<file path="src/design/hpt_pkg.sv">
// ----------------------------------------------------------------------------
// hpt_pkg: shared types and constants
// Field widths, register indexes and the item record passed between stages.
// ----------------------------------------------------------------------------
package hpt_pkg;

	localparam int CoordW = 32;
	localparam int CoefW  = 16;
	localparam int RowW   = 64;
	localparam int SumW   = 52;
	localparam int MagW   = 50;
	localparam int NumW   = 66;
	localparam int QW     = 38;

	typedef enum logic [1:0] {
		REG_ROW0 = 2'd0,
		REG_ROW1 = 2'd1,
		REG_ROW2 = 2'd2,
		REG_ROW3 = 2'd3
	} reg_idx_t;

	// Action the back end takes for one item.
	typedef enum logic [1:0] {
		ACT_SHIFT = 2'd0,
		ACT_DIV   = 2'd1,
		ACT_ZERO  = 2'd2
	} act_t;

	typedef struct packed {
		act_t                       act;
		logic signed [SumW-1:0]     sx;
		logic signed [SumW-1:0]     sy;
		logic signed [SumW-1:0]     sz;
		logic signed [SumW-1:0]     w;
	} item_t;

	typedef struct packed {
		logic signed [CoordW-1:0] x;
		logic signed [CoordW-1:0] y;
		logic signed [CoordW-1:0] z;
		logic                     sat;
		logic                     zw;
	} res_t;

	function automatic logic signed [CoefW-1:0] coef(input logic [RowW-1:0] r,
			input logic [1:0] j);
		coef = r[16*j +: 16];
	endfunction

	function automatic logic [MagW-1:0] mag(input logic signed [SumW-1:0] v);
		logic [SumW-1:0] a;
		a = v[SumW-1] ? -v : v;
		mag = a[MagW-1:0];
	endfunction

	// Clamp sign and magnitude to signed 32 bits.
	function automatic logic [CoordW:0] clampo(input logic neg, input logic [QW-1:0] m);
		logic [QW-1:0] lim;
		logic [QW-1:0] mm;
		logic          s;
		lim = neg ? QW'(64'h8000_0000) : QW'(64'h7FFF_FFFF);
		s   = m > lim;
		mm  = s ? lim : m;
		clampo = {s, neg ? -mm[CoordW-1:0] : mm[CoordW-1:0]};
	endfunction

endpackage

</file>
<file path="src/design/hpt_queue.sv">
// ----------------------------------------------------------------------------
// hpt_queue: short queue between front and back
// Two-entry FIFO; full only blocks the front.
// ----------------------------------------------------------------------------
module hpt_queue (
	input  logic           clk,
	input  logic           arst_n,
	input  logic           wv,
	output logic           wstall,
	input  hpt_pkg::item_t wd,
	output logic           rv,
	input  logic           rstall,
	output hpt_pkg::item_t rd
);
	import hpt_pkg::*;

	item_t      mem_q [2];
	logic       wp_q, rp_q;
	logic [1:0] cnt_q;
	logic       wr, rdo;

	assign wstall = cnt_q == 2'd2;
	assign rv     = cnt_q != 2'd0;
	assign wr     = wv && !wstall;
	assign rdo    = rv && !rstall;
	assign rd     = mem_q[rp_q];

	always_ff @(posedge clk or negedge arst_n) begin
		if (!arst_n) begin
			wp_q  <= 1'b0;
			rp_q  <= 1'b0;
			cnt_q <= 2'd0;
		end else begin
			if (wr)  wp_q <= !wp_q;
			if (rdo) rp_q <= !rp_q;
			cnt_q <= cnt_q + 2'(wr) - 2'(rdo);
		end
	end

	always_ff @(posedge clk) begin
		if (wr) mem_q[wp_q] <= wd;
	end
endmodule

</file>
<file path="config.mk">
export PLATFORM = sky130hd
export DESIGN_NAME = hpt_queue
export DESIGN_NICKNAME = d
export VERILOG_FILES = /design/src/design/hpt_pkg.sv /design/src/design/hpt_queue.sv
export SDC_FILE = /design/constraint.sdc
export NUM_CORES = 1
export LEC_CHECK = 0
export CORE_MARGIN = 8
export CORE_UTILIZATION = 70
export CTS_BUF_LIST = sky130_fd_sc_hd__clkbuf_4
export CTS_CLUSTER_SIZE = 30
export DETAILED_ROUTE_END_ITERATION = 8
export DONT_BUFFER_PORTS = 1
export PLACE_DENSITY = 0.86
export SETUP_SLACK_MARGIN = 0.15
export SLEW_MARGIN = 10
export SYNTH_ARGS = -nofsm -noshare
export SYNTH_HDL_FRONTEND = slang
export SYNTH_SLANG_ARGS = --single-unit
</file>
<file path="constraint.sdc">
create_clock -name clk -period 15.15 [get_ports clk]
set_input_delay 0.7575 -clock clk [delete_from_list [all_inputs] [get_ports clk]]
set_output_delay 0.7575 -clock clk [all_outputs]
set_load 0.01 [all_outputs]
</file>
==> flow_summary.json <==
{
  "status": "completed",
  "power.density_mw_per_mm2": 202,
  "cap_violations": 0,
  "hold_depth": 0,
  "clock_skew_ns": 0.0494,
  "first_iter_violations": 536,
  "nFillCells": 1078,
  "worstHoldStart": "wd[48]",
  "grt_max_degree": 211,
  "ys_seq_elements": 424,
  "syn_area_per_cell_sq_um": 23.0,
  "cp_slowest_stage_delay_ns": 0.93,
  "worst_pin_slew_ns": 1.28,
  "intPower_mw": 2.36,
  "cts_resized": 0,
  "clkTransAtPathRegs_ns": 0.09,
  "slew_violations": 0,
  "hold_end": "mem_q[1][48]$_DFFE_PP_",
  "comb_power_share": 0.244,
  "rsz0062_at_grt": "false",
  "peakVddDrop_v": 0.000121,
  "worstRegToRegCells": 3,
  "synth_cell_types": 15,
  "synth_top_cell_by_area": "edfxtp_1",
  "final_cell_mix": "420 x edfxtp_1, 210 x mux2_2, 137 x clkbuf_4",
  "cts-htree-levels": 3,
  "p_leak_nw": 5.57,
  "min_period_ns": 3.85,
  "critPathLaunch": "rp_q$_DFFE_PN0P_",
  "grt_pass1_vias": 7195,
  "cp.required_ns": 14.39,
  "post-place-ws_ns": 11.95,
  "placed_cell_area_sq_mm": 0.0156,
  "syn-num-nets": 887,
  "via_per_inst": 6.11,
  "postLayoutCellArea_sq_mm": 0.0168,
  "clock-sinks": 424,
  "die_h_um": 164,
  "grt_use_total": 0.237,
  "ant_nets": 0,
  "synth_seq_area_share": 0.824,
  "io_buffers": 0,
  "dieArea_sq_mm": 0.0270,
  "yosys_warnings": 0,
  "nets": 967,
  "finalWirelength_um": 33500,
  "io_pins": 426,
  "hold_viol": 0,
  "synthCells": 671,
  "worstPathCellList": "buf_4 > mux2_2",
  "core_area_sq_mm": 0.0218,
  "p_total_mw": 3.39,
  "place_hpwl_um": 22700,
  "antenna_found_initial": 2,
  "start_kind": "register",
  "p_sw_mw": 1.03,
  "gr-total-overflow": 0,
  "ys_top_cells_by_area": "edfxtp_1 82%, mux2_2 15%, buf_6 1.5%, dfrtp_1 0.65%, xnor2_1 0.17%",
  "syn2layout_area_growth_pct": 9.03,
  "switching_share": 0.305,
  "drive_gt1_frac": 0.442,
  "synth_top_area_frac": 0.818,
  "clk_path_buf_depth": 3,
  "routabilityCongestion": 0.779,
  "layout_commonest_cell": "edfxtp_1",
  "wl_per_cell_um": 30.4,
  "cts_tree": "done",
  "placed_cells": 933,
  "tns_ns": 0,
  "grt_pass1_wl_um": 45900,
  "cts_buffers": 95,
  "netlist_area_sq_mm": 0.0154,
  "timing.fmax_mhz": 259,
  "worstSetupPathType": "reg2out",
  "clock_latency_ns": 0.69,
  "initial_core_util": 0.709,
  "seqPwrFrac": 0.503,
  "finalWorstSetupSlack_ns": 11.30,
  "r2r-end": "mem_q[1][15]$_DFFE_PP_",
  "cp_max_fo": 87,
  "die_x_um": 164,
  "period_share": 0.254,
  "vias": 6734,
  "clkPwrFrac": 0.254,
  "stdcell_count": 1103,
  "firstDrtPassIters": 4,
  "setup_violations": 0,
  "rr_startpoint": "cnt_q[0]$_DFF_PN0_",
  "slowest_stage": "buf_4",
  "drc": 0,
  "holdCritPathClass": "in2reg",
  "regToRegSetupSlack_ns": 12.35,
  "cp-end-kind": "output pin",
  "cts_root_buffer": "clkbuf_4",
  "crit_arrival_ns": 3.10,
  "maxSlewHeadroom": 0.148,
  "rows": 54
}
-- sequential cells by signal, indices dropped and copies added, names as in the netlist --
register,cells
mem_q,420
cnt_q,2
rp_q,1
wp_q,1
-- how the worst max path moves through the flow --
stage,end,depth (start not counted)
6_report,rd[206],2
5_1_grt,rd[12],2
4_1_cts,rd[12],2
3_5_place_dp,rd[12],2
3_3_place_gp,rd[12],2
2_1_floorplan,mem_q[0][0]$_DFFE_PP_,2
-- power groups by stage --
stage          clock network, mW  registers [mW]  logic (mW)
3_5_place_dp                   0            1.73       0.836
2_1_floorplan                  0            1.75       0.723
6_report                   0.861            1.71       0.827
5_1_grt                    0.936            1.73       0.871
4_1_cts                    0.884            1.71       0.843
3_3_place_gp                   0            1.71       0.808
-- per-layer routing --
layer / share of wire / global-route usage
met4: 0.031 / 0.109
met1: 0.30 / 0.228
met5: 0.00039 / 0
met3: 0.17 / 0.144
met2: 0.51 / 0.398
-- cell type report --
| class | instances | area, sq um | area share |
|---|---|---|---|
| Antenna cell | 1 | 2.50 | 0.000149 |
| Clock buffer | 137 | 1030 | 0.0612 |
| Clock inverter | 31 | 181 | 0.0108 |
| Inverter | 2 | 7.51 | 0.000446 |
| Multi-Input combinational cell | 222 | 2470 | 0.147 |
| Sequential cell | 424 | 12700 | 0.756 |
| Tap cell | 280 | 350 | 0.0208 |
| Timing Repair Buffer | 6 | 60.1 | 0.00357 |
-- synth_stat cells --
cell type	instances
and3_1	1
xnor2_1	3
inv_1	2
nor2b_1	1
xor2_1	1
buf_2	2
buf_6	21
or2_2	1
nand2_1	1
mux2_2	210
dfrtp_1	4
nand2b_1	1
ha_1	2
nor2_1	1
edfxtp_1	420
-- critical path, delay by kind of cell, from the launching register on --
family,cells,cell delay [ns]
buffers and inverters,1,0.93
multiplexers,1,0.48
flip-flops,1,0.91
-- logic make-up (layout without fill, tap and decap cells) --
family / after synthesis / count (layout) / share of synthesized area
fa+ha+maj: 2 / 2 / 0.00162
simple gates: 6 / 6 / 0.00211
mux: 210 / 210 / 0.153
flops: 424 / 424 / 0.824
other cells: 0 / 1 / 0
xor+xnor: 4 / 4 / 0.00227
buf+inv: 25 / 176 / 0.0165
-- through the flow --
step	hold slack, ns	utilization
after floorplan	0.461	-
after global placement	0.462	0.717
final	0.159	0.773
after global routing	0.0829	0.773
after CTS	0.0895	0.773
after detailed placement	0.462	0.717
-- repair_timing --
| item | CTS | global route |
|---|---|---|
| hold endpoints to repair | 4 | 0 |
| setup buffers | 0 | 0 |
| hold buffers | 1 | 0 |
No activity file was read; power rests on OpenSTA's default activity.
